File: src/design/bpgd_pkg.sv
// Package for the button press gesture decoder.
// Holds the shared types, register indexes and reset values. No dependencies.
`default_nettype none

package bpgd_pkg;

   localparam int NOW_W     = 32;
   localparam int CFG_W     = 16;
   localparam int CSR_IDX_W = 3;

   localparam logic [CSR_IDX_W-1:0] CSR_SHORT_PRESS_MAX = 3'd0;
   localparam logic [CSR_IDX_W-1:0] CSR_PANIC_HOLD      = 3'd1;
   localparam logic [CSR_IDX_W-1:0] CSR_PAUSE_HOLD      = 3'd2;
   localparam logic [CSR_IDX_W-1:0] CSR_MENU_LONG_HOLD  = 3'd3;
   localparam logic [CSR_IDX_W-1:0] CSR_MENU_SETUP_HOLD = 3'd4;

   localparam logic [CFG_W-1:0] RST_SHORT_PRESS_MAX = 16'd800;
   localparam logic [CFG_W-1:0] RST_PANIC_HOLD      = 16'd1000;
   localparam logic [CFG_W-1:0] RST_PAUSE_HOLD      = 16'd2500;
   localparam logic [CFG_W-1:0] RST_MENU_LONG_HOLD  = 16'd1000;
   localparam logic [CFG_W-1:0] RST_MENU_SETUP_HOLD = 16'd4000;

   typedef struct packed {
      logic [CFG_W-1:0] short_press_max_ms;
      logic [CFG_W-1:0] panic_hold_ms;
      logic [CFG_W-1:0] pause_hold_ms;
      logic [CFG_W-1:0] menu_long_hold_ms;
      logic [CFG_W-1:0] menu_setup_hold_ms;
   } cfg_type;

   typedef struct packed {
      logic [NOW_W-1:0] now_ms;
      logic             ok_pressed;
      logic             up_pressed;
      logic             down_pressed;
      logic             menu_pressed;
   } req_type;

   typedef struct packed {
      logic ok_short_event;
      logic panic_event;
      logic pause_event;
      logic up_short_event;
      logic down_short_event;
      logic menu_short_event;
      logic menu_long_event;
      logic menu_setup_event;
   } evt_type;

endpackage

`default_nettype wire

File: src/design/bpgd_if.sv
// Channel interfaces of the button press gesture decoder: tick input,
// event result and register write. Depend on bpgd_pkg for widths.
`default_nettype none

interface bpgd_req_if;
   logic                         valid;
   logic                         ready;
   logic [bpgd_pkg::NOW_W-1:0]   now_ms;
   logic                         ok_pressed;
   logic                         up_pressed;
   logic                         down_pressed;
   logic                         menu_pressed;

   modport source (output valid, now_ms, ok_pressed, up_pressed, down_pressed,
                   menu_pressed, input ready);
   modport sink   (input valid, now_ms, ok_pressed, up_pressed, down_pressed,
                   menu_pressed, output ready);
endinterface

interface bpgd_rsp_if;
   logic valid;
   logic ready;
   logic ok_short_event;
   logic panic_event;
   logic pause_event;
   logic up_short_event;
   logic down_short_event;
   logic menu_short_event;
   logic menu_long_event;
   logic menu_setup_event;

   modport source (output valid, ok_short_event, panic_event, pause_event,
                   up_short_event, down_short_event, menu_short_event,
                   menu_long_event, menu_setup_event, input ready);
   modport sink   (input valid, ok_short_event, panic_event, pause_event,
                   up_short_event, down_short_event, menu_short_event,
                   menu_long_event, menu_setup_event, output ready);
endinterface

interface bpgd_csr_if;
   logic                             valid;
   logic                             ready;
   logic [bpgd_pkg::CSR_IDX_W-1:0]   index;
   logic [bpgd_pkg::CFG_W-1:0]       wdata;

   modport source (output valid, index, wdata, input ready);
   modport sink   (input valid, index, wdata, output ready);
endinterface

`default_nettype wire

File: src/design/bpgd_csr.sv
// Threshold register file of the button press gesture decoder.
// Depends on bpgd_pkg and bpgd_csr_if.
`default_nettype none

module bpgd_csr (
   input  wire logic          clock,
   input  wire logic          reset,
   bpgd_csr_if.sink           csr,
   output bpgd_pkg::cfg_type  cfg
);

   bpgd_pkg::cfg_type cfg_ff;
   bpgd_pkg::cfg_type cfg_in;

   assign csr.ready = 1'b1;
   assign cfg       = cfg_ff;

   always_comb begin
      cfg_in = cfg_ff;
      if (csr.valid) begin
         unique case (csr.index)
            bpgd_pkg::CSR_SHORT_PRESS_MAX: cfg_in.short_press_max_ms = csr.wdata;
            bpgd_pkg::CSR_PANIC_HOLD:      cfg_in.panic_hold_ms      = csr.wdata;
            bpgd_pkg::CSR_PAUSE_HOLD:      cfg_in.pause_hold_ms      = csr.wdata;
            bpgd_pkg::CSR_MENU_LONG_HOLD:  cfg_in.menu_long_hold_ms  = csr.wdata;
            bpgd_pkg::CSR_MENU_SETUP_HOLD: cfg_in.menu_setup_hold_ms = csr.wdata;
            default:                       cfg_in = cfg_ff;
         endcase
      end
   end

   always_ff @(posedge clock) begin
      if (reset) begin
         cfg_ff.short_press_max_ms <= bpgd_pkg::RST_SHORT_PRESS_MAX;
         cfg_ff.panic_hold_ms      <= bpgd_pkg::RST_PANIC_HOLD;
         cfg_ff.pause_hold_ms      <= bpgd_pkg::RST_PAUSE_HOLD;
         cfg_ff.menu_long_hold_ms  <= bpgd_pkg::RST_MENU_LONG_HOLD;
         cfg_ff.menu_setup_hold_ms <= bpgd_pkg::RST_MENU_SETUP_HOLD;
      end else begin
         cfg_ff <= cfg_in;
      end
   end

endmodule

`default_nettype wire

File: src/design/bpgd_core.sv
// Per-button state and gesture decode of the button press gesture decoder.
// Depends on bpgd_pkg.
`default_nettype none

module bpgd_core #(
   parameter int TIME_WIDTH = 32
) (
   input  wire logic          clock,
   input  wire logic          reset,
   input  wire logic          step,
   input  bpgd_pkg::req_type  item,
   input  bpgd_pkg::cfg_type  cfg,
   output bpgd_pkg::evt_type  evt
);

   typedef logic [TIME_WIDTH-1:0] tm_type;

   logic   ok_held_ff, ok_fired_ff, pause_fired_ff;
   logic   up_held_ff, up_fired_ff;
   logic   dn_held_ff, dn_fired_ff;
   logic   menu_held_ff, menu_fired_ff, setup_fired_ff;
   tm_type ok_time_ff, up_time_ff, dn_time_ff, menu_time_ff;

   logic   ok_held_in, ok_fired_in, pause_fired_in;
   logic   up_held_in, up_fired_in;
   logic   dn_held_in, dn_fired_in;
   logic   menu_held_in, menu_fired_in, setup_fired_in;
   tm_type ok_time_in, up_time_in, dn_time_in, menu_time_in;

   tm_type now_t, short_t;
   tm_type ok_t0, ok_el, up_el, dn_el, menu_t0, menu_el;
   logic   ok_press, ok_rel, ok_f0, ok_pf0, panic_hit, pause_hit, ok_stop;
   logic   up_press, up_rel, dn_press, dn_rel;
   logic   menu_press, menu_rel, menu_f0, menu_sf0, setup_hit, long_hit;

   assign now_t   = TIME_WIDTH'(item.now_ms);
   assign short_t = TIME_WIDTH'(cfg.short_press_max_ms);

   // ok button
   assign ok_press  = item.ok_pressed & ~ok_held_ff;
   assign ok_rel    = ~item.ok_pressed & ok_held_ff;
   assign ok_t0     = ok_press ? now_t : ok_time_ff;
   assign ok_f0     = ok_fired_ff & ~ok_press;
   assign ok_pf0    = pause_fired_ff & ~ok_press;
   assign ok_el     = now_t - ok_t0;
   assign panic_hit = item.ok_pressed & ~ok_f0 &
                      (ok_el >= TIME_WIDTH'(cfg.panic_hold_ms));
   assign pause_hit = item.ok_pressed & ~ok_pf0 &
                      (ok_el >= TIME_WIDTH'(cfg.pause_hold_ms));
   assign ok_stop   = ok_rel;

   assign ok_held_in     = item.ok_pressed;
   assign ok_time_in     = ok_t0;
   assign ok_fired_in    = ~ok_rel & (ok_f0 | panic_hit | pause_hit);
   assign pause_fired_in = ~ok_rel & (ok_pf0 | pause_hit);

   // up and down: short press only, skipped after an ok release
   assign up_press   = ~ok_stop & item.up_pressed & ~up_held_ff;
   assign up_rel     = ~ok_stop & ~item.up_pressed & up_held_ff;
   assign up_el      = now_t - up_time_ff;
   assign up_held_in = (up_press | up_rel) ? item.up_pressed : up_held_ff;
   assign up_time_in = up_press ? now_t : up_time_ff;
   assign up_fired_in = (up_press | up_rel) ? 1'b0 : up_fired_ff;

   assign dn_press   = ~ok_stop & item.down_pressed & ~dn_held_ff;
   assign dn_rel     = ~ok_stop & ~item.down_pressed & dn_held_ff;
   assign dn_el      = now_t - dn_time_ff;
   assign dn_held_in = (dn_press | dn_rel) ? item.down_pressed : dn_held_ff;
   assign dn_time_in = dn_press ? now_t : dn_time_ff;
   assign dn_fired_in = (dn_press | dn_rel) ? 1'b0 : dn_fired_ff;

   // menu: setup hold takes priority over the long hold
   assign menu_press = ~ok_stop & item.menu_pressed & ~menu_held_ff;
   assign menu_rel   = ~ok_stop & ~item.menu_pressed & menu_held_ff;
   assign menu_t0    = menu_press ? now_t : menu_time_ff;
   assign menu_f0    = menu_fired_ff & ~menu_press;
   assign menu_sf0   = setup_fired_ff & ~menu_press;
   assign menu_el    = now_t - menu_t0;
   assign setup_hit  = ~ok_stop & item.menu_pressed & ~menu_sf0 &
                       (menu_el >= TIME_WIDTH'(cfg.menu_setup_hold_ms));
   assign long_hit   = ~ok_stop & item.menu_pressed & ~setup_hit & ~menu_f0 &
                       (menu_el >= TIME_WIDTH'(cfg.menu_long_hold_ms));

   always_comb begin
      menu_held_in   = menu_held_ff;
      menu_time_in   = menu_time_ff;
      menu_fired_in  = menu_fired_ff;
      setup_fired_in = setup_fired_ff;
      if (!ok_stop) begin
         menu_held_in   = item.menu_pressed;
         menu_time_in   = menu_t0;
         menu_fired_in  = ~menu_rel & (menu_f0 | setup_hit | long_hit);
         setup_fired_in = ~menu_rel & (menu_sf0 | setup_hit);
      end
   end

   assign evt.ok_short_event   = ok_rel & ~ok_fired_ff & (ok_el < short_t);
   assign evt.panic_event      = panic_hit;
   assign evt.pause_event      = pause_hit;
   assign evt.up_short_event   = up_rel & ~up_fired_ff & (up_el < short_t);
   assign evt.down_short_event = dn_rel & ~dn_fired_ff & (dn_el < short_t);
   assign evt.menu_short_event = menu_rel & ~menu_fired_ff & (menu_el < short_t);
   assign evt.menu_long_event  = long_hit;
   assign evt.menu_setup_event = setup_hit;

   always_ff @(posedge clock) begin
      if (reset) begin
         ok_held_ff     <= 1'b0;
         ok_fired_ff    <= 1'b0;
         pause_fired_ff <= 1'b0;
         ok_time_ff     <= '0;
         up_held_ff     <= 1'b0;
         up_fired_ff    <= 1'b0;
         up_time_ff     <= '0;
         dn_held_ff     <= 1'b0;
         dn_fired_ff    <= 1'b0;
         dn_time_ff     <= '0;
         menu_held_ff   <= 1'b0;
         menu_fired_ff  <= 1'b0;
         setup_fired_ff <= 1'b0;
         menu_time_ff   <= '0;
      end else if (step) begin
         ok_held_ff     <= ok_held_in;
         ok_fired_ff    <= ok_fired_in;
         pause_fired_ff <= pause_fired_in;
         ok_time_ff     <= ok_time_in;
         up_held_ff     <= up_held_in;
         up_fired_ff    <= up_fired_in;
         up_time_ff     <= up_time_in;
         dn_held_ff     <= dn_held_in;
         dn_fired_ff    <= dn_fired_in;
         dn_time_ff     <= dn_time_in;
         menu_held_ff   <= menu_held_in;
         menu_fired_ff  <= menu_fired_in;
         setup_fired_ff <= setup_fired_in;
         menu_time_ff   <= menu_time_in;
      end
   end

   a_pause_implies_ok_fired : assert property (@(posedge clock) disable iff (reset)
      pause_fired_ff |-> ok_fired_ff)
      else $error("pause fired without ok fired");

   a_setup_implies_menu_fired : assert property (@(posedge clock) disable iff (reset)
      setup_fired_ff |-> menu_fired_ff)
      else $error("setup fired without menu fired");

   a_setup_excludes_long : assert property (@(posedge clock) disable iff (reset)
      step |-> !(evt.menu_setup_event && evt.menu_long_event))
      else $error("setup and long hold on one transaction");

   a_ok_release_ends_tick : assert property (@(posedge clock) disable iff (reset)
      step && ok_held_ff && !item.ok_pressed |=>
         $stable(up_held_ff) && $stable(dn_held_ff) && $stable(menu_held_ff)
         && $stable(menu_fired_ff) && !ok_held_ff)
      else $error("buttons after an ok release were updated");

endmodule

`default_nettype wire

File: src/design/button_press_gesture_decoder.sv
// Button press gesture decoder: one tick of four button levels in, one word
// of eight gesture event flags out. Rate: one transaction accepted every
// clock cycle while rsp_chan is not stalling. A tick goes into the input
// register; a single registered pass then updates the per-button state
// and loads the result register. req_chan.ready
// follows rsp_chan.ready combinationally when both registers are full.
// Threshold registers are written on csr_chan at any time (ready always high)
// and must change only while no tick is in flight.
// Depends on bpgd_pkg, the channel interfaces, bpgd_csr and bpgd_core.
`default_nettype none

module button_press_gesture_decoder #(
   parameter int TIME_WIDTH = 32
) (
   input  wire logic    clock,
   input  wire logic    reset,
   bpgd_req_if.sink     req_chan,
   bpgd_rsp_if.source   rsp_chan,
   bpgd_csr_if.sink     csr_chan
);

   bpgd_pkg::cfg_type cfg;
   bpgd_pkg::evt_type evt;

   logic              in_valid_ff, in_valid_in;
   bpgd_pkg::req_type in_item_ff;
   logic              out_valid_ff, out_valid_in;
   bpgd_pkg::evt_type out_evt_ff;
   logic              step, accept;

   assign step   = in_valid_ff & (~out_valid_ff | rsp_chan.ready);
   assign accept = req_chan.valid & req_chan.ready;

   assign req_chan.ready = ~in_valid_ff | step;
   assign in_valid_in    = accept | (in_valid_ff & ~step);
   assign out_valid_in   = step | (out_valid_ff & ~rsp_chan.ready);

   always_ff @(posedge clock) begin
      if (reset) begin
         in_valid_ff  <= 1'b0;
         out_valid_ff <= 1'b0;
      end else begin
         in_valid_ff  <= in_valid_in;
         out_valid_ff <= out_valid_in;
      end
   end

   always_ff @(posedge clock) begin
      if (accept) begin
         in_item_ff.now_ms       <= req_chan.now_ms;
         in_item_ff.ok_pressed   <= req_chan.ok_pressed;
         in_item_ff.up_pressed   <= req_chan.up_pressed;
         in_item_ff.down_pressed <= req_chan.down_pressed;
         in_item_ff.menu_pressed <= req_chan.menu_pressed;
      end
      if (step) begin
         out_evt_ff <= evt;
      end
   end

   bpgd_csr u_csr (
      .clock (clock),
      .reset (reset),
      .csr   (csr_chan),
      .cfg   (cfg)
   );

   bpgd_core #(
      .TIME_WIDTH (TIME_WIDTH)
   ) u_core (
      .clock (clock),
      .reset (reset),
      .step  (step),
      .item  (in_item_ff),
      .cfg   (cfg),
      .evt   (evt)
   );

   assign rsp_chan.valid            = out_valid_ff;
   assign rsp_chan.ok_short_event   = out_evt_ff.ok_short_event;
   assign rsp_chan.panic_event      = out_evt_ff.panic_event;
   assign rsp_chan.pause_event      = out_evt_ff.pause_event;
   assign rsp_chan.up_short_event   = out_evt_ff.up_short_event;
   assign rsp_chan.down_short_event = out_evt_ff.down_short_event;
   assign rsp_chan.menu_short_event = out_evt_ff.menu_short_event;
   assign rsp_chan.menu_long_event  = out_evt_ff.menu_long_event;
   assign rsp_chan.menu_setup_event = out_evt_ff.menu_setup_event;

   a_step_fills_output : assert property (@(posedge clock) disable iff (reset)
      step |=> out_valid_ff)
      else $error("processed transaction did not reach the result register");

   a_no_step_when_blocked : assert property (@(posedge clock) disable iff (reset)
      out_valid_ff && !rsp_chan.ready |-> !step)
      else $error("result register overwritten while stalled");

   a_accept_loads_input : assert property (@(posedge clock) disable iff (reset)
      accept |=> in_valid_ff)
      else $error("accepted transaction lost from the input register");

endmodule

`default_nettype wire

File: src/flat_wrapper.sv
// flat-port wrapper written by rule: the top's interface ports become plain ports
module button_press_gesture_decoder_flat 
#(
   parameter int TIME_WIDTH = 32
)
  (clock, reset, req_chan_valid, req_chan_now_ms, req_chan_ok_pressed, req_chan_up_pressed, req_chan_down_pressed, req_chan_menu_pressed, req_chan_ready, rsp_chan_valid, rsp_chan_ok_short_event, rsp_chan_panic_event, rsp_chan_pause_event, rsp_chan_up_short_event, rsp_chan_down_short_event, rsp_chan_menu_short_event, rsp_chan_menu_long_event, rsp_chan_menu_setup_event, rsp_chan_ready, csr_chan_valid, csr_chan_index, csr_chan_wdata, csr_chan_ready);
  bpgd_req_if req_chan_i ();
  bpgd_rsp_if rsp_chan_i ();
  bpgd_csr_if csr_chan_i ();
  input  wire logic clock;
  input  wire logic reset;
  input wire logic [$bits(req_chan_i.valid)-1:0] req_chan_valid;
  input wire logic [$bits(req_chan_i.now_ms)-1:0] req_chan_now_ms;
  input wire logic [$bits(req_chan_i.ok_pressed)-1:0] req_chan_ok_pressed;
  input wire logic [$bits(req_chan_i.up_pressed)-1:0] req_chan_up_pressed;
  input wire logic [$bits(req_chan_i.down_pressed)-1:0] req_chan_down_pressed;
  input wire logic [$bits(req_chan_i.menu_pressed)-1:0] req_chan_menu_pressed;
  output wire logic [$bits(req_chan_i.ready)-1:0] req_chan_ready;
  output wire logic [$bits(rsp_chan_i.valid)-1:0] rsp_chan_valid;
  output wire logic [$bits(rsp_chan_i.ok_short_event)-1:0] rsp_chan_ok_short_event;
  output wire logic [$bits(rsp_chan_i.panic_event)-1:0] rsp_chan_panic_event;
  output wire logic [$bits(rsp_chan_i.pause_event)-1:0] rsp_chan_pause_event;
  output wire logic [$bits(rsp_chan_i.up_short_event)-1:0] rsp_chan_up_short_event;
  output wire logic [$bits(rsp_chan_i.down_short_event)-1:0] rsp_chan_down_short_event;
  output wire logic [$bits(rsp_chan_i.menu_short_event)-1:0] rsp_chan_menu_short_event;
  output wire logic [$bits(rsp_chan_i.menu_long_event)-1:0] rsp_chan_menu_long_event;
  output wire logic [$bits(rsp_chan_i.menu_setup_event)-1:0] rsp_chan_menu_setup_event;
  input wire logic [$bits(rsp_chan_i.ready)-1:0] rsp_chan_ready;
  input wire logic [$bits(csr_chan_i.valid)-1:0] csr_chan_valid;
  input wire logic [$bits(csr_chan_i.index)-1:0] csr_chan_index;
  input wire logic [$bits(csr_chan_i.wdata)-1:0] csr_chan_wdata;
  output wire logic [$bits(csr_chan_i.ready)-1:0] csr_chan_ready;
  assign req_chan_i.valid = req_chan_valid;
  assign req_chan_i.now_ms = req_chan_now_ms;
  assign req_chan_i.ok_pressed = req_chan_ok_pressed;
  assign req_chan_i.up_pressed = req_chan_up_pressed;
  assign req_chan_i.down_pressed = req_chan_down_pressed;
  assign req_chan_i.menu_pressed = req_chan_menu_pressed;
  assign req_chan_ready = req_chan_i.ready;
  assign rsp_chan_valid = rsp_chan_i.valid;
  assign rsp_chan_ok_short_event = rsp_chan_i.ok_short_event;
  assign rsp_chan_panic_event = rsp_chan_i.panic_event;
  assign rsp_chan_pause_event = rsp_chan_i.pause_event;
  assign rsp_chan_up_short_event = rsp_chan_i.up_short_event;
  assign rsp_chan_down_short_event = rsp_chan_i.down_short_event;
  assign rsp_chan_menu_short_event = rsp_chan_i.menu_short_event;
  assign rsp_chan_menu_long_event = rsp_chan_i.menu_long_event;
  assign rsp_chan_menu_setup_event = rsp_chan_i.menu_setup_event;
  assign rsp_chan_i.ready = rsp_chan_ready;
  assign csr_chan_i.valid = csr_chan_valid;
  assign csr_chan_i.index = csr_chan_index;
  assign csr_chan_i.wdata = csr_chan_wdata;
  assign csr_chan_ready = csr_chan_i.ready;
  button_press_gesture_decoder #(.TIME_WIDTH(TIME_WIDTH)) u_core (.clock(clock), .reset(reset), .req_chan(req_chan_i), .rsp_chan(rsp_chan_i), .csr_chan(csr_chan_i));
endmodule
File: config.mk
export PLATFORM = sky130hd
export DESIGN_NAME = button_press_gesture_decoder_flat
export DESIGN_NICKNAME = d
export VERILOG_FILES = /design/src/design/bpgd_pkg.sv /design/src/design/bpgd_if.sv /design/src/design/bpgd_csr.sv /design/src/design/bpgd_core.sv /design/src/design/button_press_gesture_decoder.sv /design/src/flat_wrapper.sv
export SDC_FILE = /design/constraint.sdc
export NUM_CORES = 1
export LEC_CHECK = 0
export ABC_AREA = 1
export BUFFER_PORTS_ARGS = -buffer_cell sky130_fd_sc_hd__buf_2
export CORE_MARGIN = 3
export CORE_UTILIZATION = 31
export CTS_BUF_LIST = sky130_fd_sc_hd__clkbuf_2 sky130_fd_sc_hd__clkbuf_4 sky130_fd_sc_hd__clkbuf_8
export DETAILED_ROUTE_END_ITERATION = 10
export HOLD_SLACK_MARGIN = 0.12
export PLACE_DENSITY = 0.48
export SETUP_SLACK_MARGIN = 0.2
export SLEW_MARGIN = 20
export SYNTH_ARGS = -nofsm -noshare
export SYNTH_HDL_FRONTEND = slang
export SYNTH_SLANG_ARGS = --single-unit
File: constraint.sdc
create_clock -name clock -period 4.9 [get_ports clock]
set_input_delay 0.245 -clock clock [delete_from_list [all_inputs] [get_ports clock]]
set_output_delay 0.245 -clock clock [all_outputs]
set_load 0.01 [all_outputs]
==> flow_metrics.tcl, run 1 <==
set metrics [dict create \
    netlist_area_um2 20300 \
    clk_latency_ns 0.65 \
    io_buffer_count 69 \
    cts_root_buf "clkbuf_8" \
    area_growth_pct 16.2 \
    grt.total_usage_pct 21.1 \
    start_util_pct 31.5 \
    yosys-top-cells-area "dfxtp_1, ha_1, nand2_1, a21oi_1, inv_1" \
    synth-seq-cells 262 \
    worstSetupPathType "reg2reg" \
    grt_pass1_vias 19000 \
    cts_tree "done" \
    grt_pass1_wl_um 113000 \
    drt_iter0_drc 1481 \
    r2r_start "u_core.in_item_ff[0]" \
    worst_slack_ns 0.502 \
    switching_share_pct 39.2 \
    die_area_um2 68800 \
    leakage_nw 10.8 \
    rrSetupSlack_ns 0.50 \
    first_pass_iters 8 \
    drive_gt1_share_pct 11.0 \
    max_freq_mhz 227 \
    topRoutingLayerUsed "met5" \
    netlist.area_leader.share_pct 21.4 \
    max-cap-violations 0 \
    fin_setup_tns_ns 0 \
    routed_wirelength_um 75400 \
    clk_pin_slew_ns 0.06 \
    power.total_mw 7.79 \
    die_x_um 262 \
    fin_crit_ns 4.40 \
    seq_area_frac_synth_pct 27.9 \
    met1_length_um 36200 \
    required_ns 5.42 \
    globalplace.congestion 0.942 \
    relSlewSlack_pct 26.9 \
    powerDensity_nw_per_um2 329 \
    r2r_end "u_core.u_core.menu_fired_ff" \
    cts_inserted_buffers 50 \
    power_frac_seq_pct 30.9 \
    synth.distinct_cells 53 \
    finalClockSkew_ns 0.0466 \
    dpl.hpwl_um 59400 \
    h-tree-depth 2 \
    power.internal_mw 4.73 \
    via_count 19900 \
    rr_worst_depth 24 \
    yosys.area.top_type "dfxtp_1" \
    critPathLaunch "u_core.in_item_ff[0]" \
    startpoint_type "flip-flop" \
    synth_ff_type "dfxtp_1" \
    setup_viol_count_final 0 \
    wl_per_cell_um 19.1 \
    finalHoldViolCount 0 \
    synth_edf_count 44 \
    cp-endpoint "u_core.u_core.menu_fired_ff" \
    syn-num-nets 3186 \
    antenna_found_initial 3 \
    pre_cts_ws_ns 0.397 \
    grt-ovfl-total 0 \
    endpoint_kind "flip-flop" \
    rows 93 \
    fin_crit_sh_pct 89.8 \
    avgSynthCellArea_um2 7.05 \
    slew_viol_final 0 \
    pwr-share-comb_pct 37.7 \
    ys_async_sr_fraction_pct 0 \
    hold_start "reset" \
    yosys-top-cells-count "nand2_1, inv_1, a21oi_1" \
    critical_path.max_fanout 4 \
    clockBufferDepth 3 \
    drt-vias-per-instance 5.05 \
    p_clk_share_pct 31.3 \
    coreArea_um2 64700 \
    synth_warnings 0 \
    cts.sinks 262 \
    die_h_um 262 \
    hold_path_class "in2reg" \
    ant_nets 0 \
    yosysMostFrequentCell "nand2_1" \
    wl_met3_um 3800 \
    ios 71 \
    route.met2.wl_um 33000 \
    rsz0062_at_grt "true" \
    status "completed" \
    worst_slew_pin_slew_ns 1.10 \
    nFillCells 6997 \
    drc_errors 0 \
    critical_path_arrival_ns 4.92 \
    peakVddDrop_v 0.000195 \
    fin_nets 3343 \
    p_switching_mw 3.06 \
    synthCells 2885 \
    grt_max_degree 107 \
]
==> through the flow <==
step	utilization, %	hold slack (ns)	instance area, um2	cells
2_1_floorplan	-	0.344	20300	2885
3_3_place_gp	33.7	0.422	21800	3775
3_5_place_dp	33.7	0.423	21800	3775
4_1_cts	36.4	0.135	23600	3930
5_1_grt	36.6	0.176	23700	3939
6_report	36.6	0.186	23700	3939
==> cells by family after synthesis <==
logic type,synth area share (%)
fa+ha+maj,14.9
mux,0.394
simple gates,21.6
compound gates,21.7
flops,27.9
xor+xnor,3.53
buf+inv,9.87
other cells,0.0184
==> power groups by stage <==
stage	clock network (mW)	logic (mW)	registers, mW
6_report	2.44	2.94	2.41
5_1_grt	2.62	3.33	2.42
2_1_floorplan	0	2.02	2.41
4_1_cts	2.52	2.92	2.41
3_5_place_dp	0	2.87	2.45
3_3_place_gp	0	2.82	2.45
==> state kept, by name, indices dropped and copies added (netlist names), 32 cells and up <==
signal	cells
u_core.u_core.up_time_ff	32
u_core.u_core.dn_time_ff	32
u_core.u_csr.cfg	80
u_core.in_item_ff	36
u_core.u_core.menu_time_ff	32
u_core.u_core.ok_time_ff	32
==> worst min-delay path by stage <==
stage | slack [ns] | cells past startpoint | to
finish | 0.19 | 3 | u_core.u_core.menu_fired_ff
global route | 0.18 | 3 | u_core.u_core.menu_fired_ff
CTS | 0.13 | 3 | u_core.u_core.menu_fired_ff
detailed placement | 0.42 | 1 | u_core.in_item_ff[30]
global placement | 0.42 | 1 | u_core.in_item_ff[30]
floorplan | 0.34 | 0 | u_core.in_item_ff[0]
==> worst max-delay path, cell delays in order (launching register included) <==
cell and delay, ns:
edfxtp_1 0.51, nand3_4 0.13, o21ai_0 0.41, ha_1 0.27
inv_1 0.10, ha_1 0.19, inv_1 0.05, nand2_1 0.11
nand3_1 0.13, nand3_2 0.15, nand2_2 0.10, nand2_2 0.09
xor2_1 0.50, ha_1 0.36, a21o_1 0.18, a21oi_1 0.10
o21ai_0 0.09, a21oi_1 0.13, nor2_1 0.05, nor3_1 0.21
nand3_2 0.12, nand2_2 0.10, nand3_1 0.07, nand2_1 0.07
a21oi_2 0.05
==> what timing repair did <==
action                                  in CTS  in global routing
endpoints found under the setup margin       0                  6
gates resized for setup                      0                  7
endpoints found under the hold margin      120                  0
buffers inserted                             0                  8
hold buffers                                62                  0
==> final cells by class <==
type | count | area, um2 | share of cell area (%)
antenna | 1 | 2.50 | 0.0106
timing repair buffer | 183 | 1410 | 5.95
inverter | 444 | 1670 | 7.08
clock inverter | 14 | 113 | 0.476
sequential | 262 | 5690 | 24.0
clock buffer | 79 | 1010 | 4.25
tap | 855 | 1070 | 4.52
multi-input combinational | 2101 | 12700 | 53.7
==> cell usage in the layout, fill, tap and decap left out, types with 10 or more instances in the layout <==
| master | Yosys | layout |
|---|---|---|
| clkbuf_4 | 0 | 13 |
| xor2_1 | 56 | 56 |
| nor4_1 | 12 | 12 |
| edfxtp_1 | 44 | 44 |
| dfxtp_1 | 218 | 218 |
| buf_4 | 1 | 48 |
| xnor2_1 | 26 | 26 |
| a21oi_1 | 379 | 375 |
| o21ai_0 | 309 | 308 |
| nor3_1 | 27 | 27 |
| nand2_2 | 32 | 32 |
| inv_1 | 422 | 418 |
| ha_1 | 238 | 238 |
| nand3_1 | 88 | 88 |
| clkinv_2 | 0 | 11 |
| nand2_1 | 513 | 513 |
| clkbuf_8 | 0 | 66 |
| nand3_4 | 18 | 18 |
| o211ai_1 | 54 | 54 |
| inv_2 | 16 | 19 |
| buf_2 | 0 | 69 |
| dlygate4sd3_1 | 0 | 62 |
| a31oi_1 | 13 | 13 |
| nand3_2 | 10 | 10 |
| a21o_1 | 13 | 13 |
| nand4_1 | 40 | 40 |
| nor2_1 | 174 | 170 |
==> metal layers <==
layer | up-vias | track usage [%]
li1 | 10000 | -
met3 | 126 | 3.21
met2 | 511 | 33.4
met1 | 9196 | 29.5
met4 | 2 | 6.85
met5 | - | 0
No activity file was read; power rests on OpenSTA's default activity.
==> run 2: changes to the inputs <==
- ABC_AREA: 1 -> not set
- CTS_BUF_LIST: sky130_fd_sc_hd__clkbuf_2 sky130_fd_sc_hd__clkbuf_4 sky130_fd_sc_hd__clkbuf_8 -> not set
==> run 2 against run 1 <==
Non-clock buffer count up 62. Final area up 3.2%. Critical path type unchanged. First-iteration DRC count down 22%. Hold slack better by 0.042 ns. Critical endpoint is now u_core.rsp_chan.menu_long_event. Sequential share of layout area down 0.73 points. Via count down 0.69%. Cell count down 6.2%.
==> flow_metrics.tcl, run 2 <==
set metrics [dict create \
    status "completed" \
    rr_worst_depth 26 \
    leakage_nw 9.79 \
    rows 93 \
    rsz0062_at_grt "true" \
    final-seq-area_um2 5690 \
    finalClockSkew_ns 0.0310 \
    timing.hold.ws_ns 0.227 \
    antenna_cells 0 \
    required_ns 5.20 \
    drt-vias-per-instance 5.35 \
    yosys.area.top_type "dfxtp_1" \
    endpoint_kind "flip-flop" \
    worst_slew_pin_slew_ns 0.882 \
    globalplace.congestion 0.923 \
    max-cap-violations 0 \
    placed_area_um2 22300 \
    area_growth_pct 19.6 \
    cts_tree "done" \
    max_freq_mhz 218 \
    start_util_pct 31.5 \
    synthCells 2638 \
    h-tree-depth 2 \
    antenna_found_initial 0 \
    power.total_mw 7.63 \
    final_area_um2 24400 \
    slew_viol_final 0 \
    syn-num-nets 2939 \
    ys_async_sr_fraction_pct 0 \
    yosys-top-cells-count "nand2_1, a21oi_1, ha_1" \
    startpoint_type "flip-flop" \
    fin_crit_ns 4.58 \
    grt.total_usage_pct 20.2 \
    synth_ff_type "dfxtp_1" \
    critPathLaunch "u_core.in_item_ff[3]" \
    grt_pass1_vias 19100 \
    fin_setup_tns_ns 0 \
    cts_root_buf "clkbuf_16" \
    synth.distinct_cells 87 \
    fin_nets 3113 \
    clk_latency_ns 0.57 \
    via_count 19700 \
    netlist_area_um2 20400 \
    grt_pass1_wl_um 110000 \
    dpl.hpwl_um 54500 \
    first_pass_iters 5 \
    critical_path_arrival_ns 4.88 \
    cts.sinks 262 \
    drt_iter0_drc 1150 \
    avgSynthCellArea_um2 7.73 \
    peakVddDrop_v 0.000267 \
    die_x_um 262 \
    final_common_cell "nand2_1" \
    cts_inserted_buffers 36 \
    hold_start "reset" \
    synth_warnings 0 \
    multiInputGateArea_um2 13800 \
    critical_path.max_fanout 4 \
    ant_nets 0 \
    fin_crit_sh_pct 93.5 \
    ios 71 \
    die_area_um2 68900 \
    clockBufferDepth 3 \
    clk_pin_slew_ns 0.06 \
    netlist.area_leader.share_pct 21.4 \
    coreArea_um2 64800 \
    layout_common_cells "nand2_1, a21oi_1, ha_1" \
    grt_max_degree 96 \
    die_h_um 262 \
    powerDensity_nw_per_um2 313 \
    relSlewSlack_pct 41.1 \
    worstSetupPathType "reg2reg" \
    yosys-top-cells-area "dfxtp_1, ha_1, nand2_1, a21oi_1, edfxtp_1" \
    drc_errors 0 \
    finalHoldViolCount 0 \
    seq_area_frac_synth_pct 27.9 \
    hold_path_class "in2reg" \
    wl_per_cell_um 19.5 \
    synth-seq-cells 262 \
    grt-ovfl-total 0 \
    largest_register_ffs 80 \
    routed_wirelength_um 72100 \
    io_buffer_count 69 \
    yosysMostFrequentCell "nand2_1" \
    synth_edf_count 44 \
    r2r_start "u_core.in_item_ff[3]" \
    setup_viol_count_final 0 \
    drive_gt1_share_pct 11.5 \
    hold_path_depth 2 \
    nFillCells 6715 \
]
## run 2: changes by cell type after synthesis, moves of 32 or more
cell / before / now
a211oi_1: 8 / 45
a21o_1: 13 / 58
a21oi_1: 379 / 319
inv_1: 422 / 187
mux2i_1: 8 / 57
nand2_2: 32 / 0
nand2b_1: 0 / 34
nand3_1: 88 / 30
nor2_1: 174 / 140
nor2b_1: 0 / 37
o21ai_0: 309 / 103
## run 2: through the flow
stage / cells / util (%) / setup slack, ns
after global placement: 3561 / 34.4 / 0.155
after detailed placement: 3561 / 34.4 / 0.00186
after CTS: 3684 / 37.3 / 0.198
after global routing: 3693 / 37.6 / 0.0132
final: 3693 / 37.6 / 0.320
after floorplan: 2638 / - / 0.175
## run 2: final timing paths
kind                                                   endpoint  slack (ns)
worst max-delay path            u_core.rsp_chan.menu_long_event        0.32
worst min-delay path             u_core.u_core.menu_time_ff[22]        0.23
worst max register to register  u_core.rsp_chan.menu_long_event        0.32
worst min register to register      u_core.u_core.dn_time_ff[7]        0.45
## run 2: critical path, stage by stage, from the launching register on
cell,delay [ns]
edfxtp_1,0.42
or2b_4,0.29
nand2_4,0.12
o21ai_4,0.06
ha_2,0.17
inv_2,0.07
ha_4,0.14
inv_2,0.05
o211ai_1,0.11
o21ai_1,0.10
nor3_2,0.25
a21oi_1,0.10
o21ai_1,0.16
nor2b_4,0.18
xnor2_2,0.12
mux2i_2,0.11
ha_2,0.19
a21o_1,0.15
a21o_1,0.15
a21o_1,0.16
a21oi_2,0.11
nor2b_1,0.05
a2111o_1,0.29
o211ai_1,0.13
nand2b_1,0.09
or4_1,0.41
o211a_1,0.12
## run 2: kinds of logic (layout without fill, tap and decap cells)
logic type               after synthesis  count (layout)  share of synthesized area [%]
AO/OA/AOI/OAI                        777             777                           24.4
XOR/XNOR                              77              77                           3.31
multiplexers                          61              61                           3.02
buffers and inverters                296             496                           5.60
AND/OR/NAND/NOR                      920             920                           20.8
other                                  1               1                         0.0184
flip-flops                           262             262                           27.9
adder cells (fa/ha/maj)              244             244                           15.0
## run 2: cell type report
| type | count | share of cell area [%] |
|---|---|---|
| Clock inverter | 15 | 0.949 |
| Tap cell | 855 | 4.38 |
| Timing Repair Buffer | 245 | 7.54 |
| Clock buffer | 49 | 4.28 |
| Multi-Input combinational cell | 2080 | 56.7 |
| Inverter | 187 | 2.88 |
| Sequential cell | 262 | 23.3 |
## run 2: where the power goes
group	internal (mW)	switching (mW)
clock network	1.81	1.05
registers	2.28	0.0926
logic	1.00	1.39
total	5.08	2.54
## run 2: per-layer routing
metal	global-route usage (%)	part of all wire, %	vias up
met2	34.7	48	422
li1	-	-	9766
met1	26.2	46	9435
met5	0	0	-
met4	7.36	3.3	0
met3	1.76	3.3	117
## run 2: repair_timing
item / 4_1_cts / 5_1_grt
hold endpoints to repair: 118 / 0
buffers inserted: 4 / 9
hold buffers: 55 / 0
gates resized for setup: 8 / 37
pin swaps: 2 / 26
setup endpoints to repair: 6 / 12
